--- src/rtl/lav_pkg.sv ---
`timescale 1ns / 1ps
package lav_pkg;

	localparam int COORD_W   = 32;
	localparam int FRAC_W    = 16;
	localparam int AXIS_W    = 20;
	localparam int VEC_W     = 48;
	localparam int SCALE_TOP = 29;
	localparam int MAG_W     = SCALE_TOP + 1;
	localparam int QT_W      = FRAC_W + 1;
	localparam int NUM_W     = MAG_W + FRAC_W + 1;

	localparam logic signed [63:0] COORD_MAX = (64'sd1 <<< (COORD_W - 1)) - 64'sd1;
	localparam logic signed [63:0] COORD_MIN = -(64'sd1 <<< (COORD_W - 1));
	localparam logic signed [COORD_W-1:0] COORD_ONE = COORD_W'(64'sd1 <<< FRAC_W);

	typedef logic signed [COORD_W-1:0] coord_t;
	typedef logic signed [COORD_W:0]   diff_t;
	typedef logic signed [AXIS_W-1:0]  axis_t;

	// One accepted item: eye, eye minus target, up
	typedef struct packed {
		coord_t [2:0] eye;
		diff_t  [2:0] d;
		coord_t [2:0] up;
	} item_t;

	// Finished matrix: axes (x, y, z), translations, flag
	typedef struct packed {
		axis_t  [2:0][2:0] ax;
		coord_t [2:0]      trans;
		logic              degen;
	} solved_t;

endpackage

--- src/rtl/lav_front.sv ---
`timescale 1ns / 1ps
module lav_front (
	input  logic           clk,
	input  logic           arst_n,
	input  logic           item_valid,
	output logic           item_stall,
	input  lav_pkg::coord_t eye_x,
	input  lav_pkg::coord_t eye_y,
	input  lav_pkg::coord_t eye_z,
	input  lav_pkg::coord_t target_x,
	input  lav_pkg::coord_t target_y,
	input  lav_pkg::coord_t target_z,
	input  lav_pkg::coord_t up_x,
	input  lav_pkg::coord_t up_y,
	input  lav_pkg::coord_t up_z,
	output logic           q_valid,
	output lav_pkg::item_t q_item,
	input  logic           q_pop
);
	import lav_pkg::*;

	item_t      mem_q [2];
	logic       wp_q;
	logic       rp_q;
	logic [1:0] cnt_q;
	item_t      new_item;
	logic       push;

	// Form the difference vector at entry
	always_comb begin
		new_item.eye[0] = eye_x;
		new_item.eye[1] = eye_y;
		new_item.eye[2] = eye_z;
		new_item.d[0]   = diff_t'(eye_x) - diff_t'(target_x);
		new_item.d[1]   = diff_t'(eye_y) - diff_t'(target_y);
		new_item.d[2]   = diff_t'(eye_z) - diff_t'(target_z);
		new_item.up[0]  = up_x;
		new_item.up[1]  = up_y;
		new_item.up[2]  = up_z;
	end

	assign item_stall = (cnt_q == 2'd2);
	assign push       = item_valid && !item_stall;
	assign q_valid    = (cnt_q != 2'd0);
	assign q_item     = mem_q[rp_q];

	// Store a transfer
	always_ff @(posedge clk) begin
		if (push) begin
			mem_q[wp_q] <= new_item;
		end
	end

	// Advance pointers and fill count
	always_ff @(posedge clk or negedge arst_n) begin
		if (!arst_n) begin
			wp_q  <= 1'b0;
			rp_q  <= 1'b0;
			cnt_q <= 2'd0;
		end else begin
			if (push) wp_q <= ~wp_q;
			if (q_pop) rp_q <= ~rp_q;
			cnt_q <= cnt_q + {1'b0, push} - {1'b0, q_pop};
		end
	end

endmodule

--- config.mk ---
export PLATFORM = sky130hd
export DESIGN_NAME = lav_front
export DESIGN_NICKNAME = d
export VERILOG_FILES = /design/src/rtl/lav_pkg.sv /design/src/rtl/lav_front.sv
export SDC_FILE = /design/constraint.sdc
export NUM_CORES = 1
export LEC_CHECK = 0
export ABC_AREA = 1
export BUFFER_PORTS_ARGS = -buffer_cell sky130_fd_sc_hd__buf_2
export CAP_MARGIN = 20
export CELL_PAD_IN_SITES_DETAIL_PLACEMENT = 1
export CELL_PAD_IN_SITES_GLOBAL_PLACEMENT = 2
export CORE_MARGIN = 2
export CORE_UTILIZATION = 36
export DETAILED_ROUTE_END_ITERATION = 8
export MAX_ROUTING_LAYER = met4
export PLACE_DENSITY_LB_ADDON = 0.1
export SLEW_MARGIN = 20
export SYNTH_ARGS = -nofsm -noshare
export SYNTH_HDL_FRONTEND = slang
export SYNTH_SLANG_ARGS = --single-unit
--- constraint.sdc ---
create_clock -name clk -period 18.85 [get_ports clk]
set_input_delay 4.7125 -clock clk [delete_from_list [all_inputs] [get_ports clk]]
set_output_delay 4.7125 -clock clk [all_outputs]
set_load 0.005 [all_outputs]
==> results by group <==
Global route
  • Gr usage total: 22.7%
  • Largest net degree at the start of global routing: 166
  • Initial antenna violation count: 31
  • Vias in the first global route: 21600
  • First-pass GRT wire length: 136 mm
  • GRT overflow: 0

Floorplanning
  • Die X: 287 µm
  • Row Count: 103
  • Starting density of the core: 36.5%
  • Die area: 82400 µm²
  • CORE AREA: 79100 µm²
  • Die Y: 287 µm
  • I/O pin total: 585

Detailed routing
  • DRC viols: 0
  • First-pass iteration count of the detailed router: 5
  • 1st-iter DRT viols: 909
  • Vias: 20300
  • Via density: 4.65
  • Post-route ant nets: 0
  • Post-Route WL: 92.8 mm
  • WL per Instance: 21.3 µm

Pwr
  • Logic pwr share: 30.0%
  • P_int: 0.00317 W
  • Clock power frac: 28.3%
  • Worst VDD drop: 0.120 mV
  • Pwr/cell area: 132 nW/µm²
  • Pleak: 16.1 nW
  • Switching share of power: 31.9%
  • Sw power: 0.00148 W
  • Power Total: 0.00466 W
  • Part of the power in registers: 41.6%

Final layout
  • Area growth, synth to finish: 22.6%
  • Share of cells above drive strength 1: 31.0%
  • Final net count: 3619
  • Fillcell total: 8853
  • Fin cells: 4360

Logic synthesis
  • Fraction of registers with async set/reset: 0.683%
  • Post-synth cell types: 25
  • Yosys top cell area share: 60.6%
  • Syn nets: 2989
  • Post-synth EDFFs: 582
  • Synth top cells by count: nand2_1 (739), edfxtp_1 (582), inv_1 (478), mux2_2 (291), nor2_1 (127)
  • Synth area leader: edfxtp_1
  • Flops & latches, synth: 586
  • Syn Area/Cell: 11.1 µm²
  • Sequential area share after synthesis: 60.9%
  • Most used DFF post-synth: edfxtp_1
  • Top-count cell post-synth: nand2_1
  • Synthesized area: 28800 µm²
  • Post-Synthesis Cells: 2596
  • Synth warn: 0
  • Top cells by area, synth: edfxtp_1 (61%), mux2_2 (11%), nand2_1 (9.6%)

STA
  • Clk_skew: 0.0241 ns
  • Fin Hold WS: 0.566 ns
  • Final setup viols: 0
  • Worst Max-Slew Pin Slew: 1.10 ns
  • Final-report max-slew violation count: 0
  • RSZ-0062 raised after global routing: false
  • Peak Freq: 0.109 GHz
  • Final Cycle Share: 48.9%
  • Final worst setup slack: 9.64 ns
  • Crit path time final: 9.21 ns
  • Final setup TNS: 0 ns
  • Rel. slew slack: 26.7%
  • Final number of hold-violating endpoints: 0

Critical path
  • Critical Path AT: 4.50 ns
  • Critical path endpoint category: output pin
  • Worst reg2reg path depth: 6
  • CP startpoint: rp_q$_DFFE_PN0P_
  • CP Class: reg2out
  • Flop2flop setup slack: 14.85 ns
  • RR Startpoint: cnt_q[1]$_DFF_PN0_
  • Reg2reg end: mem_q[1][169]$_DFFE_PP_
  • CP Launch Type: flip-flop
  • Worst EP required: 14.14 ns
  • CP Max Fanout: 89
  • Crit path capture: q_item[7]

CTS
  • # hold bufs at CTS: 0
  • # resized after CTS: 0
  • CTS Root Cell: clkbuf_16
  • Worst-path clk slew: 0.05 ns
  • Sink Count: 586
  • Clock Path Buffers: 3
  • TritonCTS clock tree: yes
  • H-tree levels: 3
  • TritonCTS Buffers: 68
  • Setup Buffers After CTS: 0
  • Worst-Skew Late Latency: 0.62 ns

Placed design
  • Placed insts: 4206
  • Port bufs: 584
  • Setup WS pre-CTS: 10.21 ns
  • Placer Congestion: 0.989
  • DP HPWL: 72.5 mm

Job
  • MaxCap Viol Count: 0

Outcome
  • Outcome: finished clean

Min path
  • Min-Delay Path Class: reg2reg
## state kept, by name, indices dropped and copies added, names as in the netlist
register	count
mem_q	582
cnt_q	2
rp_q	1
wp_q	1
## kinds of logic after synthesis
| family | Yosys count | synth area share (%) |
|---|---|---|
| and+or+nand+nor | 988 | 13.7 |
| xor gates and xnor gates | 49 | 1.49 |
| buffers and inverters | 512 | 6.83 |
| DFF | 586 | 60.9 |
| AOI/OAI and AO/OA | 69 | 1.28 |
| adders and majority gates | 101 | 4.46 |
| muxes | 291 | 11.4 |
## power by group through the flow
stage	Combinational (W)	Sequential [W]	Clock (W)
after floorplan	0.000827	0.00204	0
after global placement	0.00140	0.00196	0
after detailed placement	0.00143	0.00197	0
after CTS	0.00143	0.00194	0.00136
after global routing	0.00153	0.00196	0.00140
final	0.00140	0.00194	0.00132
## final cells by class
type                       instances  area (µm²)  share of cell area (%)
antenna                           32        80.1                   0.226
clock buffer                      77        1740                    4.91
clock inverter                    45         517                    1.46
inverter                         478        1790                    5.07
multi-input combinational       1498        9310                    26.3
sequential                       586       17600                    49.7
tap                             1050        1310                    3.72
timing repair buffer             594        3020                    8.55
## through the flow
stage          util (%)  area (µm²)
2_1_floorplan         -       28800
3_3_place_gp       41.7       33000
3_5_place_dp       41.7       33000
4_1_cts            44.6       35300
5_1_grt            44.7       35300
6_report           44.7       35400
## critical path: stages, from the launching register on
cell	delay [ns]
dfrtp_4	0.77
buf_4	0.79
buf_4	0.63
buf_4	0.88
mux2_2	0.43
buf_2	0.13
## per-layer routing
layer  GRT usage (%)  wire (µm)  vias up  part of all wire, %
met4            9.01       3670        0                  4.0
li1                -          -     9842                    -
met5               -          0        -                    0
met2            38.8      46800      517                   50
met3            5.16       5640      157                  6.1
met1            25.7      36600     9756                   39
## how the worst min path moves through the flow
stage / slack [ns] / startpoint / endpoint / cells past startpoint
2_1_floorplan: 0.51 / cnt_q[0]$_DFF_PN0_ / cnt_q[0]$_DFF_PN0_ / 1
3_3_place_gp: 0.55 / cnt_q[0]$_DFF_PN0_ / cnt_q[0]$_DFF_PN0_ / 1
3_5_place_dp: 0.56 / cnt_q[0]$_DFF_PN0_ / cnt_q[0]$_DFF_PN0_ / 1
4_1_cts: 0.57 / cnt_q[0]$_DFF_PN0_ / cnt_q[0]$_DFF_PN0_ / 1
5_1_grt: 0.63 / cnt_q[0]$_DFF_PN0_ / cnt_q[0]$_DFF_PN0_ / 1
6_report: 0.57 / cnt_q[0]$_DFF_PN0_ / cnt_q[0]$_DFF_PN0_ / 1
## placed cells by master, fill, tap and decap left out, types with 5 or more instances in the layout
cell	count
a21oi_1	60
clkinv_1	15
nor2_1	125
buf_2	584
and2_1	6
diode_2	32
clkbuf_16	68
xor2_1	42
nand2_2	24
mux2_2	291
buf_4	8
clkinv_16	6
ha_1	98
nand4_1	12
bufinv_16	5
clkbuf_1	9
inv_1	478
edfxtp_1	582
nand3_1	66
xnor2_1	7
nand2_1	739
clkinv_2	12
nor3_1	6
(Power assumes the default switching activity.)
