==> src/rtl/lav_pkg.sv <==
`timescale 1ns / 1ps
package lav_pkg;

	localparam int COORD_W   = 32;
	localparam int FRAC_W    = 16;
	localparam int AXIS_W    = 20;
	localparam int VEC_W     = 48;
	localparam int SCALE_TOP = 29;
	localparam int MAG_W     = SCALE_TOP + 1;
	localparam int QT_W      = FRAC_W + 1;
	localparam int NUM_W     = MAG_W + FRAC_W + 1;

	localparam logic signed [63:0] COORD_MAX = (64'sd1 <<< (COORD_W - 1)) - 64'sd1;
	localparam logic signed [63:0] COORD_MIN = -(64'sd1 <<< (COORD_W - 1));
	localparam logic signed [COORD_W-1:0] COORD_ONE = COORD_W'(64'sd1 <<< FRAC_W);

	typedef logic signed [COORD_W-1:0] coord_t;
	typedef logic signed [COORD_W:0]   diff_t;
	typedef logic signed [AXIS_W-1:0]  axis_t;

	// One accepted item: eye, eye minus target, up
	typedef struct packed {
		coord_t [2:0] eye;
		diff_t  [2:0] d;
		coord_t [2:0] up;
	} item_t;

	// Finished matrix: axes (x, y, z), translations, flag
	typedef struct packed {
		axis_t  [2:0][2:0] ax;
		coord_t [2:0]      trans;
		logic              degen;
	} solved_t;

endpackage

==> src/rtl/lav_columns.sv <==
`timescale 1ns / 1ps
module lav_columns (
	input  logic             clk,
	input  logic             arst_n,
	input  logic             sol_valid,
	input  lav_pkg::solved_t sol,
	output logic             sol_stall,
	output logic             column_valid,
	input  logic             column_stall,
	output logic [1:0]       column_index,
	output lav_pkg::coord_t  entry_row0,
	output lav_pkg::coord_t  entry_row1,
	output lav_pkg::coord_t  entry_row2,
	output lav_pkg::coord_t  entry_row3,
	output logic             degenerate,
	output logic             last_column
);
	import lav_pkg::*;

	solved_t    mat_q;
	logic       full_q;
	logic [1:0] col_q;
	logic       adv;
	coord_t     r0_c;
	coord_t     r1_c;
	coord_t     r2_c;
	coord_t     r3_c;

	assign sol_stall = full_q;
	assign adv       = !column_valid || !column_stall;

	// Build the column under the counter
	always_comb begin
		if (col_q == 2'd3) begin
			r0_c = '0;
			r1_c = '0;
			r2_c = '0;
			r3_c = COORD_ONE;
		end else begin
			r0_c = COORD_W'(mat_q.ax[col_q][0]);
			r1_c = COORD_W'(mat_q.ax[col_q][1]);
			r2_c = COORD_W'(mat_q.ax[col_q][2]);
			r3_c = mat_q.trans[col_q];
		end
	end

	// Hold the matrix and the output column
	always_ff @(posedge clk) begin
		if (sol_valid && !full_q) mat_q <= sol;
		if (adv && full_q) begin
			column_index <= col_q;
			entry_row0   <= r0_c;
			entry_row1   <= r1_c;
			entry_row2   <= r2_c;
			entry_row3   <= r3_c;
			degenerate   <= mat_q.degen;
			last_column  <= (col_q == 2'd3);
		end
	end

	// Advance through four columns per matrix
	always_ff @(posedge clk or negedge arst_n) begin
		if (!arst_n) begin
			full_q       <= 1'b0;
			col_q        <= '0;
			column_valid <= 1'b0;
		end else begin
			if (sol_valid && !full_q) begin
				full_q <= 1'b1;
				col_q  <= '0;
			end
			if (adv) begin
				column_valid <= full_q;
				if (full_q) begin
					col_q <= col_q + 2'd1;
					if (col_q == 2'd3) full_q <= 1'b0;
				end
			end
		end
	end

endmodule

==> config.mk <==
export PLATFORM = sky130hd
export DESIGN_NAME = lav_columns
export DESIGN_NICKNAME = d
export VERILOG_FILES = /design/src/rtl/lav_pkg.sv /design/src/rtl/lav_columns.sv
export SDC_FILE = /design/constraint.sdc
export NUM_CORES = 1
export LEC_CHECK = 0
export BUFFER_PORTS_ARGS = -buffer_cell sky130_fd_sc_hd__clkbuf_2
export CAP_MARGIN = 20
export CORE_MARGIN = 3
export CORE_UTILIZATION = 40
export DETAILED_ROUTE_END_ITERATION = 8
export HOLD_SLACK_MARGIN = 0.02
export PLACE_DENSITY = 0.7
export SLEW_MARGIN = 5
export SYNTH_ARGS = -nofsm -noshare
export SYNTH_HDL_FRONTEND = slang
export SYNTH_SLANG_ARGS = --single-unit
==> constraint.sdc <==
create_clock -name clk -period 41.3 [get_ports clk]
set_input_delay 8.26 -clock clk [delete_from_list [all_inputs] [get_ports clk]]
set_output_delay 8.26 -clock clk [all_outputs]
set_load 0.01 [all_outputs]
==> results of run 1 <==
==> registers in the layout, indices dropped and copies added, names as in the netlist <==
signal        count
last_column       1
entry_row3       32
column_index      2
entry_row1       20
mat_q           277
column_valid      1
col_q             2
entry_row0       20
entry_row2       20
degenerate        1
sol_stall         1
==> cell usage in the layout, fill, tap and decap left out, drive strengths merged <==
master | netlist | routed
mux2i | 1 | 1
edfxtp | 373 | 373
o21ai | 2 | 2
a211oi | 182 | 182
clkbuf | 14 | 468
ha | 1 | 1
clkinv | 0 | 13
a21oi | 2 | 2
nor2 | 2 | 2
bufinv | 0 | 4
diode | 0 | 2
nor2b | 92 | 92
dfrtp | 4 | 4
a31oi | 2 | 2
a21boi | 1 | 1
nand2 | 92 | 92
clkinvlp | 0 | 1
buf | 83 | 10
a21o | 1 | 1
==> layout make-up <==
| class | count | area, um2 |
|---|---|---|
| Fill cell | 3064 | 18400 |
| Sequential cell | 377 | 11300 |
| Multi-Input combinational cell | 378 | 3000 |
| Timing Repair Buffer | 424 | 2160 |
| Clock buffer | 54 | 1080 |
| Tap cell | 468 | 586 |
| Clock inverter | 17 | 179 |
| Inverter | 1 | 5.00 |
| Antenna cell | 2 | 5.00 |
==> worst max-delay path by stage <==
stage | depth (start not counted) | startpoint | end | slack [ns]
4_1_cts | 4 | sol_valid | mat_q[21] | 31.14
3_5_place_dp | 4 | sol_valid | mat_q[21] | 30.56
3_3_place_gp | 4 | sol_valid | mat_q[21] | 30.62
6_report | 4 | sol_valid | mat_q[21] | 31.08
5_1_grt | 4 | sol_valid | mat_q[21] | 30.95
2_1_floorplan | 1 | sol_valid | mat_q[0] | 20.18
==> metrics by stage <==
stage	setup slack, ns	hold slack [ns]	cells
2_1_floorplan	20.18	0.400	853
3_5_place_dp	30.56	0.417	1648
4_1_cts	31.14	0.436	1719
3_3_place_gp	30.62	0.402	1648
6_report	31.08	0.441	1721
5_1_grt	30.95	0.440	1721
==> kinds of logic (layout without fill, tap and decap cells) <==
kind of cell               after synthesis  after routing  synth area share [%]
buffers and inverters                   98            496                  4.54
adders and majority gates                1              1                0.0837
DFF                                    377            377                  75.6
muxes                                    1              1                0.0670
AOI/OAI and AO/OA                      190            190                  13.5
and+or+nand+nor                        186            186                  6.21
other                                    0              2                     0
==> metal layers <==
layer  global-route usage, %  up-vias
met5                       0        -
met2                    26.7      263
met1                    20.3     4096
met4                    7.16        0
met3                    3.84       64
li1                        -     4000
==> where the power goes <==
group | switching, mW | internal, mW | total (mW) | leakage, nW
logic | 0.258 | 0.148 | 0.406 | 2.65
registers | 0.0531 | 0.556 | 0.609 | 3.52
clock network | 0.138 | 0.209 | 0.347 | 0.614
total | 0.449 | 0.913 | 1.36 | 6.78
==> impl_metrics.tcl, run 1 <==
set metrics [dict create \
    outcome "complete, no violations" \
    detailed_place_hpwl_um 22100 \
    stdcell_area_um2 18300 \
    postCtsSetupRepairBufs 0 \
    cts_inserted_buffers 40 \
    peakVddDrop_uv 48.7 \
    crit_fanout 196 \
    grtUsageTotal_pct 16.1 \
    cts-resized-gates 0 \
    fin_worst_skew_ns 0.0110 \
    rows 70 \
    yosys.area.top_type "edfxtp_1" \
    reg2reg_slack_ns 37.87 \
    hold_violations 0 \
    antenna_found_initial 2 \
    ys_seq_area_share_pct 75.6 \
    synthToLayoutAreaGrowth_pct 22.6 \
    die_width_um 199 \
    drive_gt1_share_pct 48.1 \
    totalWireLength_um 33400 \
    ys.flop_type "edfxtp_1" \
    wl_met2_um 16800 \
    postLayoutCoreUtil_pct 49.9 \
    ios 415 \
    place.gp.congestion 0.762 \
    synth_cell_types 23 \
    syn-cell-area_um2 14900 \
    drt-vias-per-instance 4.89 \
    holdPathEnd "degenerate" \
    fin_nets 1504 \
    yosysTopAreaCellShare_pct 74.9 \
    wl_met1_um 13300 \
    crit_path_end_kind "flip-flop" \
    synth_area_leaders "edfxtp_1 (75%), a211oi_2 (10%), nor2b_1 (3.9%), a211oi_1 (3.1%), nand2_1 (2.3%)" \
    holdPathStages 0 \
    hp-class "reg -> reg" \
    startpoint_type "primary input" \
    syn_nets 1135 \
    rsz0062_at_grt "no" \
    setup_viol 0 \
    synth_warnings 0 \
    rr_endpoint "entry_row0[11]" \
    min-delay-start "mat_q[0]" \
    cp_slowest_cell "buf_4" \
    start_util_pct 40.7 \
    ys_ff_latch 377 \
    drt_pass1_iterations 4 \
    highest-signal-layer "met4" \
    root_buffer "clkbuf_16" \
    num_vias 8423 \
    async_flop_share_pct 1.06 \
    timing.final.crit_share_pct 24.7 \
    critical_path.max_stage_delay_ns 0.92 \
    ys_top_cells_by_count "edfxtp_1 (373), a211oi_2 (120), nand2_1 (92), nor2b_1 (92), a211oi_1 (62)" \
    drtAntennaViolNets 0 \
    die_h_um 199 \
    relSlewSlack_pct 26.0 \
    critical_path_class "in -> reg" \
    grt-ovfl-total 0 \
    placed_cell_area_um2 17100 \
    required_ns 41.45 \
    yosysMostFrequentCell "edfxtp_1" \
    die_area_um2 39700 \
    io_buffers 414 \
    finalSetupTns_ns 0 \
    core_um2 36700 \
    clock.fmax_mhz 97.8 \
    htreeDepth 2 \
    rr_worst_depth 4 \
    synth_edf_count 373 \
    cts_hold_buffers 0 \
    tightest_slew_ns 1.11 \
    fin_crit_ns 10.22 \
    wl_per_cell_um 19.4 \
    clk_latency_ns 0.53 \
    cts_tree "built" \
    avgSynthCellArea_um2 17.5 \
    drt-initial-drc-count 393 \
    regToRegStartpoint "col_q[0]" \
    clkSinkCount 377 \
    arrival_ns 10.37 \
    cp_top_family "buffers and inverters" \
    drcViolationCount 0 \
    syn_inst 853 \
    slew_viol_final 0 \
    powerDensity_nw_per_um2 74.4 \
    totalPowerFinal_mw 1.36 \
    drv_cap 0 \
    ctsLongestPathBuffers 3 \
    p_leak_nw 6.78 \
    path_clk_slew_ns 0.06 \
    grt_max_degree 197 \
    grt_pass1_wl_um 48800 \
    critical_path_buf_inv_count 3 \
    grt_pass1_vias 8441 \
    crit_chain "clkbuf_2 -> nor2b_4 -> buf_12 -> buf_4" \
    dr_wl_met3_um 2100 \
]
Power figures use the tool's default switching activity.
==> inputs of run 2 (changes only) <==
==> constraint.sdc (replaced) <==
create_clock -name clk -period 10.7 [get_ports clk]
set_input_delay 2.14 -clock clk [delete_from_list [all_inputs] [get_ports clk]]
set_output_delay 2.14 -clock clk [all_outputs]
set_load 0.01 [all_outputs]
==> run 2 against run 1 <==
  * Non-clock buffer count unchanged
  * Die area unchanged
  * Setup slack worse by 24 ns
  * Clock-buffer cell count is 1 lower
  * Hold slack worse by 0.021 ns
  * Global-route usage up 0.096 points
  * Register-to-register slack got worse by 31 ns
==> impl_metrics.tcl, run 2 (synthesis results as in run 1) <==
set metrics [dict create \
    outcome "complete, no violations" \
    finalSetupTns_ns 0 \
    slew_viol_final 0 \
    cts-resized-gates 0 \
    rr_endpoint "entry_row3[16]" \
    ctsLongestPathBuffers 3 \
    fin_crit_ns 3.96 \
    die_h_um 199 \
    root_buffer "clkbuf_16" \
    final_common_cell "clkbuf_2" \
    die_area_um2 39700 \
    drt-initial-drc-count 473 \
    place.gp.congestion 0.774 \
    num_vias 8419 \
    drt_pass1_iterations 4 \
    crit_end "mat_q[8]" \
    totalPowerFinal_mw 5.29 \
    dr_wl_met3_um 2490 \
    wl_met1_um 12900 \
    clkSinkCount 377 \
    fin_worst_skew_ns 0.0156 \
    stdcell_count 1722 \
    rows 70 \
    pwr-share-clk_pct 25.9 \
    ios 415 \
    grt-ovfl-total 0 \
    drt-vias-per-instance 4.89 \
    crit_start "sol_valid" \
    crit_path_end_kind "flip-flop" \
    top_register "mat_q" \
    final_cell_mix "clkbuf_2 (414), edfxtp_1 (373), a211oi_2 (120)" \
    fin_ws_ns 6.74 \
    power.share.combinational_pct 29.6 \
    required_ns 10.84 \
    postCtsSetupRepairBufs 0 \
    pwr-share-seq_pct 44.5 \
    placed_cell_area_um2 17100 \
    fin_nets 1504 \
    detailed_place_hpwl_um 22100 \
    regToRegStartpoint "col_q[1]" \
    wl_per_cell_um 19.5 \
    wl_met2_um 16800 \
    clk_latency_ns 0.53 \
    grt_pass1_wl_um 49000 \
    hold_violations 0 \
    grt_max_degree 182 \
    grt_pass1_vias 8582 \
    peakVddDrop_uv 148 \
    drcViolationCount 0 \
    rsz0062_at_grt "no" \
    nFillCells 3085 \
    cts_hold_buffers 0 \
    io_buffers 414 \
    swShare_pct 32.8 \
    synthToLayoutAreaGrowth_pct 22.8 \
    hp-class "reg -> reg" \
    clock.fmax_mhz 253 \
    critical_path_class "in -> reg" \
    drtAntennaViolNets 0 \
    tightest_slew_ns 1.27 \
    postLayoutCoreUtil_pct 50.0 \
    powerDensity_nw_per_um2 288 \
    dpl_worst_slack_ns 6.33 \
    rr_worst_depth 5 \
    path_clk_slew_ns 0.06 \
    drive_gt1_share_pct 48.4 \
    cts_inserted_buffers 40 \
    setup_viol 0 \
    drv_cap 0 \
    p_int_mw 3.55 \
    totalWireLength_um 33500 \
    arrival_ns 4.10 \
    largest_reg_flops 277 \
    startpoint_type "primary input" \
    start_util_pct 40.7 \
    grtUsageTotal_pct 16.2 \
    reg_top3 "mat_q: 277 flops, entry_row3: 32 flops" \
    timing.final.crit_share_pct 37.0 \
    antenna_found_initial 3 \
    htreeDepth 2 \
    crit_fanout 181 \
    power.switching_mw 1.73 \
    holdWs_ns 0.419 \
    core_um2 36700 \
    p_leak_nw 6.80 \
    cts_tree "built" \
    reg2reg_slack_ns 7.14 \
    relSlewSlack_pct 15.3 \
    place_inst 1648 \
    die_width_um 199 \
    highest-signal-layer "met4" \
    stdcell_area_um2 18400 \
]
run 2: power groups by stage:
stage | registers, mW | logic [mW] | clock network, mW
finish | 2.35 | 1.57 | 1.37
global route | 2.40 | 1.72 | 1.47
CTS | 2.36 | 1.61 | 1.41
detailed placement | 2.39 | 1.60 | 0
global placement | 2.38 | 1.57 | 0
floorplan | 2.46 | 1.14 | 0
run 2: worst min-delay path by stage:
stage / from / endpoint / slack [ns] / cells after the start
after floorplan: mat_q[0] / degenerate / 0.40 / 0
after global placement: mat_q[0] / degenerate / 0.40 / 0
after detailed placement: mat_q[0] / degenerate / 0.41 / 0
after CTS: mat_q[0] / degenerate / 0.42 / 0
after global routing: mat_q[0] / degenerate / 0.43 / 0
final: mat_q[0] / degenerate / 0.42 / 0
run 2: metal layers:
metal | global-route usage [%] | vias up
met5 | 0 | -
met4 | 8.41 | 0
met3 | 4.38 | 73
met2 | 26.8 | 298
met1 | 19.7 | 4054
li1 | - | 3994
run 2: cell type report:
type	instances	area [um2]	share of cell area, %
Clock inverter	16	199	1.08
Antenna cell	5	12.5	0.0682
Tap cell	468	586	3.19
Multi-Input combinational cell	378	3000	16.3
Sequential cell	377	11300	61.6
Clock buffer	53	1090	5.94
Inverter	1	5.00	0.0273
Timing Repair Buffer	424	2160	11.8
run 2: critical path, cell delays in order:
cell and delay, ns:
clkbuf_2 0.10, nor2b_4 0.81, buf_12 0.57
==> inputs of run 3 (changes only) <==
--- a/config.mk
+++ b/config.mk
@@ -11,7 +11,7 @@
 export CORE_UTILIZATION = 40
 export DETAILED_ROUTE_END_ITERATION = 8
 export HOLD_SLACK_MARGIN = 0.02
-export PLACE_DENSITY = 0.7
+export PLACE_DENSITY = 0.72
 export SLEW_MARGIN = 5
 export SYNTH_ARGS = -nofsm -noshare
 export SYNTH_HDL_FRONTEND = slang
==> constraint.sdc (replaced) <==
create_clock -name clk -period 3.5 [get_ports clk]
set_input_delay 0.7 -clock clk [delete_from_list [all_inputs] [get_ports clk]]
set_output_delay 0.7 -clock clk [all_outputs]
set_load 0.01 [all_outputs]
==> run 3 against run 2 <==
  * Register-to-register slack worse by 5.9 ns
  * Setup slack worse by 5.5 ns
  * Die area unchanged
  * First-iteration DRC count down 15%
  * Clock power rose to 3.2 times the previous value
  * Non-clock buffer count up 9
  * Sequential cell count unchanged
  * Hold slack worse by 0.090 ns
  * Final cell count up 0.81%
  * Largest cell class unchanged
  * Highest routed layer is now met5
==> impl_metrics.tcl, run 3 (synthesis results as in run 1) <==
set metrics [dict create \
    rsz0062_at_grt "no" \
    root_buffer "clkbuf_16" \
    timing.final.crit_share_pct 65.0 \
    largest_reg_flops 277 \
    hold_violations 0 \
    crit_path_end_kind "flip-flop" \
    top_register "mat_q" \
    detailed_place_hpwl_um 23400 \
    rows 70 \
    peakVddDrop_uv 448 \
    pwr-share-seq_pct 42.9 \
    stdcell_count 1736 \
    swShare_pct 33.0 \
    relSlewSlack_pct 38.9 \
    start_util_pct 40.7 \
    fin_worst_skew_ns 0.0165 \
    core_um2 36700 \
    drt_pass1_iterations 5 \
    cts_inserted_buffers 42 \
    reg_top3 "mat_q: 277 flops, entry_row3: 32 flops" \
    setup_viol 0 \
    grtUsageTotal_pct 16.8 \
    synthToLayoutAreaGrowth_pct 24.5 \
    place_inst 1656 \
    totalPowerFinal_mw 16.5 \
    power.share.combinational_pct 30.5 \
    drcViolationCount 0 \
    holdWs_ns 0.330 \
    clock.fmax_mhz 440 \
    antenna_found_initial 3 \
    totalWireLength_um 34600 \
    io_buffers 414 \
    die_width_um 199 \
    grt-ovfl-total 0 \
    postCtsSetupRepairBufs 0 \
    power.switching_mw 5.44 \
    critical_path_class "reg -> reg" \
    ctsLongestPathBuffers 3 \
    fin_crit_ns 2.27 \
    grt_pass1_vias 8621 \
    slew_viol_final 0 \
    p_leak_nw 6.91 \
    required_ns 3.88 \
    p_int_mw 11.0 \
    htreeDepth 2 \
    final_cell_mix "clkbuf_2 (414), edfxtp_1 (373), a211oi_2 (120)" \
    path_clk_slew_ns 0.06 \
    final_common_cell "clkbuf_2" \
    num_vias 8412 \
    postLayoutCoreUtil_pct 50.7 \
    hp-class "in -> reg" \
    drv_cap 0 \
    clk_latency_ns 0.54 \
    cts_tree "built" \
    outcome "complete, no violations" \
    clkSinkCount 377 \
    tightest_slew_ns 0.916 \
    drtAntennaViolNets 0 \
    nFillCells 3059 \
    drive_gt1_share_pct 49.0 \
    fin_nets 1515 \
    die_area_um2 39700 \
    arrival_ns 2.65 \
    drt-initial-drc-count 403 \
    crit_fanout 56 \
    die_h_um 199 \
    finalSetupTns_ns 0 \
    drt-vias-per-instance 4.85 \
    wl_per_cell_um 19.9 \
    ios 415 \
    startpoint_type "flip-flop" \
    place.gp.congestion 0.827 \
    pwr-share-clk_pct 26.6 \
    powerDensity_nw_per_um2 886 \
    grt_pass1_wl_um 50600 \
    grt_max_degree 87 \
]
-- run 3: changes by cell type in the layout (fill, tap and decap cells not counted), sizes merged --
cell | before | now
clkinv | 12 | 20
inv | 0 | 3
dlygate4sd3 | 0 | 1
diode | 5 | 3
buf | 10 | 18
clkbuf | 467 | 462
clkinvlp | 0 | 1
-- run 3: stage by stage --
step	area [um2]	setup WS, ns
floorplan	15000	-1.78
global placement	17200	1.23
detailed placement	17200	1.16
CTS	18600	1.15
global route	18600	1.02
finish	18600	1.23
-- run 3: path summary, 6_finish.rpt --
| path | from | to | slack (ns) | cells past startpoint |
|---|---|---|---|---|
| hold / removal | sol[154] | mat_q[154] | 0.33 | 1 |
| setup / recovery | col_q[1] | entry_row0[14] | 1.23 | 4 |
| min in group asynchronous | arst_n | sol_stall | 0.51 | 2 |
| max in group asynchronous | arst_n | col_q[0] | 2.83 | 2 |
| setup reg to reg | col_q[1] | entry_row0[14] | 1.23 | 4 |
| hold reg to reg | mat_q[0] | degenerate | 0.42 | 0 |
-- run 3: worst max-delay path, stage by stage (launching register included) --
cell and delay [ns]:
dfrtp_4 0.74, inv_4 0.60, buf_4 0.41, nand2_1 0.13, a211oi_2 0.23
-- run 3: cell type report --
cell class,count,area [um2],share of cell area [%]
sequential,377,11300,60.8
inverter,1,6.26,0.0336
timing repair buffer,433,2320,12.5
antenna,3,7.51,0.0404
clock inverter,28,277,1.49
tap,468,586,3.15
clock buffer,48,1100,5.93
multi-input combinational,378,3000,16.1
-- run 3: timing repair --
| item | in CTS | in global routing |
|---|---|---|
| setup endpoints to repair | 0 | 0 |
| hold endpoints to repair | 4 | 0 |
| gates resized for setup | 0 | 0 |
| hold buffers | 1 | 0 |
-- run 3: power by group through the flow --
stage | clock (mW) | sequential, mW | combinational, mW
floorplan | 0 | 7.36 | 3.49
global placement | 0 | 7.15 | 5.00
detailed placement | 0 | 7.18 | 5.13
CTS | 4.50 | 7.10 | 5.14
global route | 4.67 | 7.19 | 5.51
finish | 4.38 | 7.08 | 5.03
-- run 3: routing by layer --
layer	routed length [um]	vias up	track usage [%]
met5	26	-	0
li1	-	4039	-
met2	17200	281	28.2
met1	13900	4012	21.1
met3	2120	76	3.84
met4	1300	4	7.18
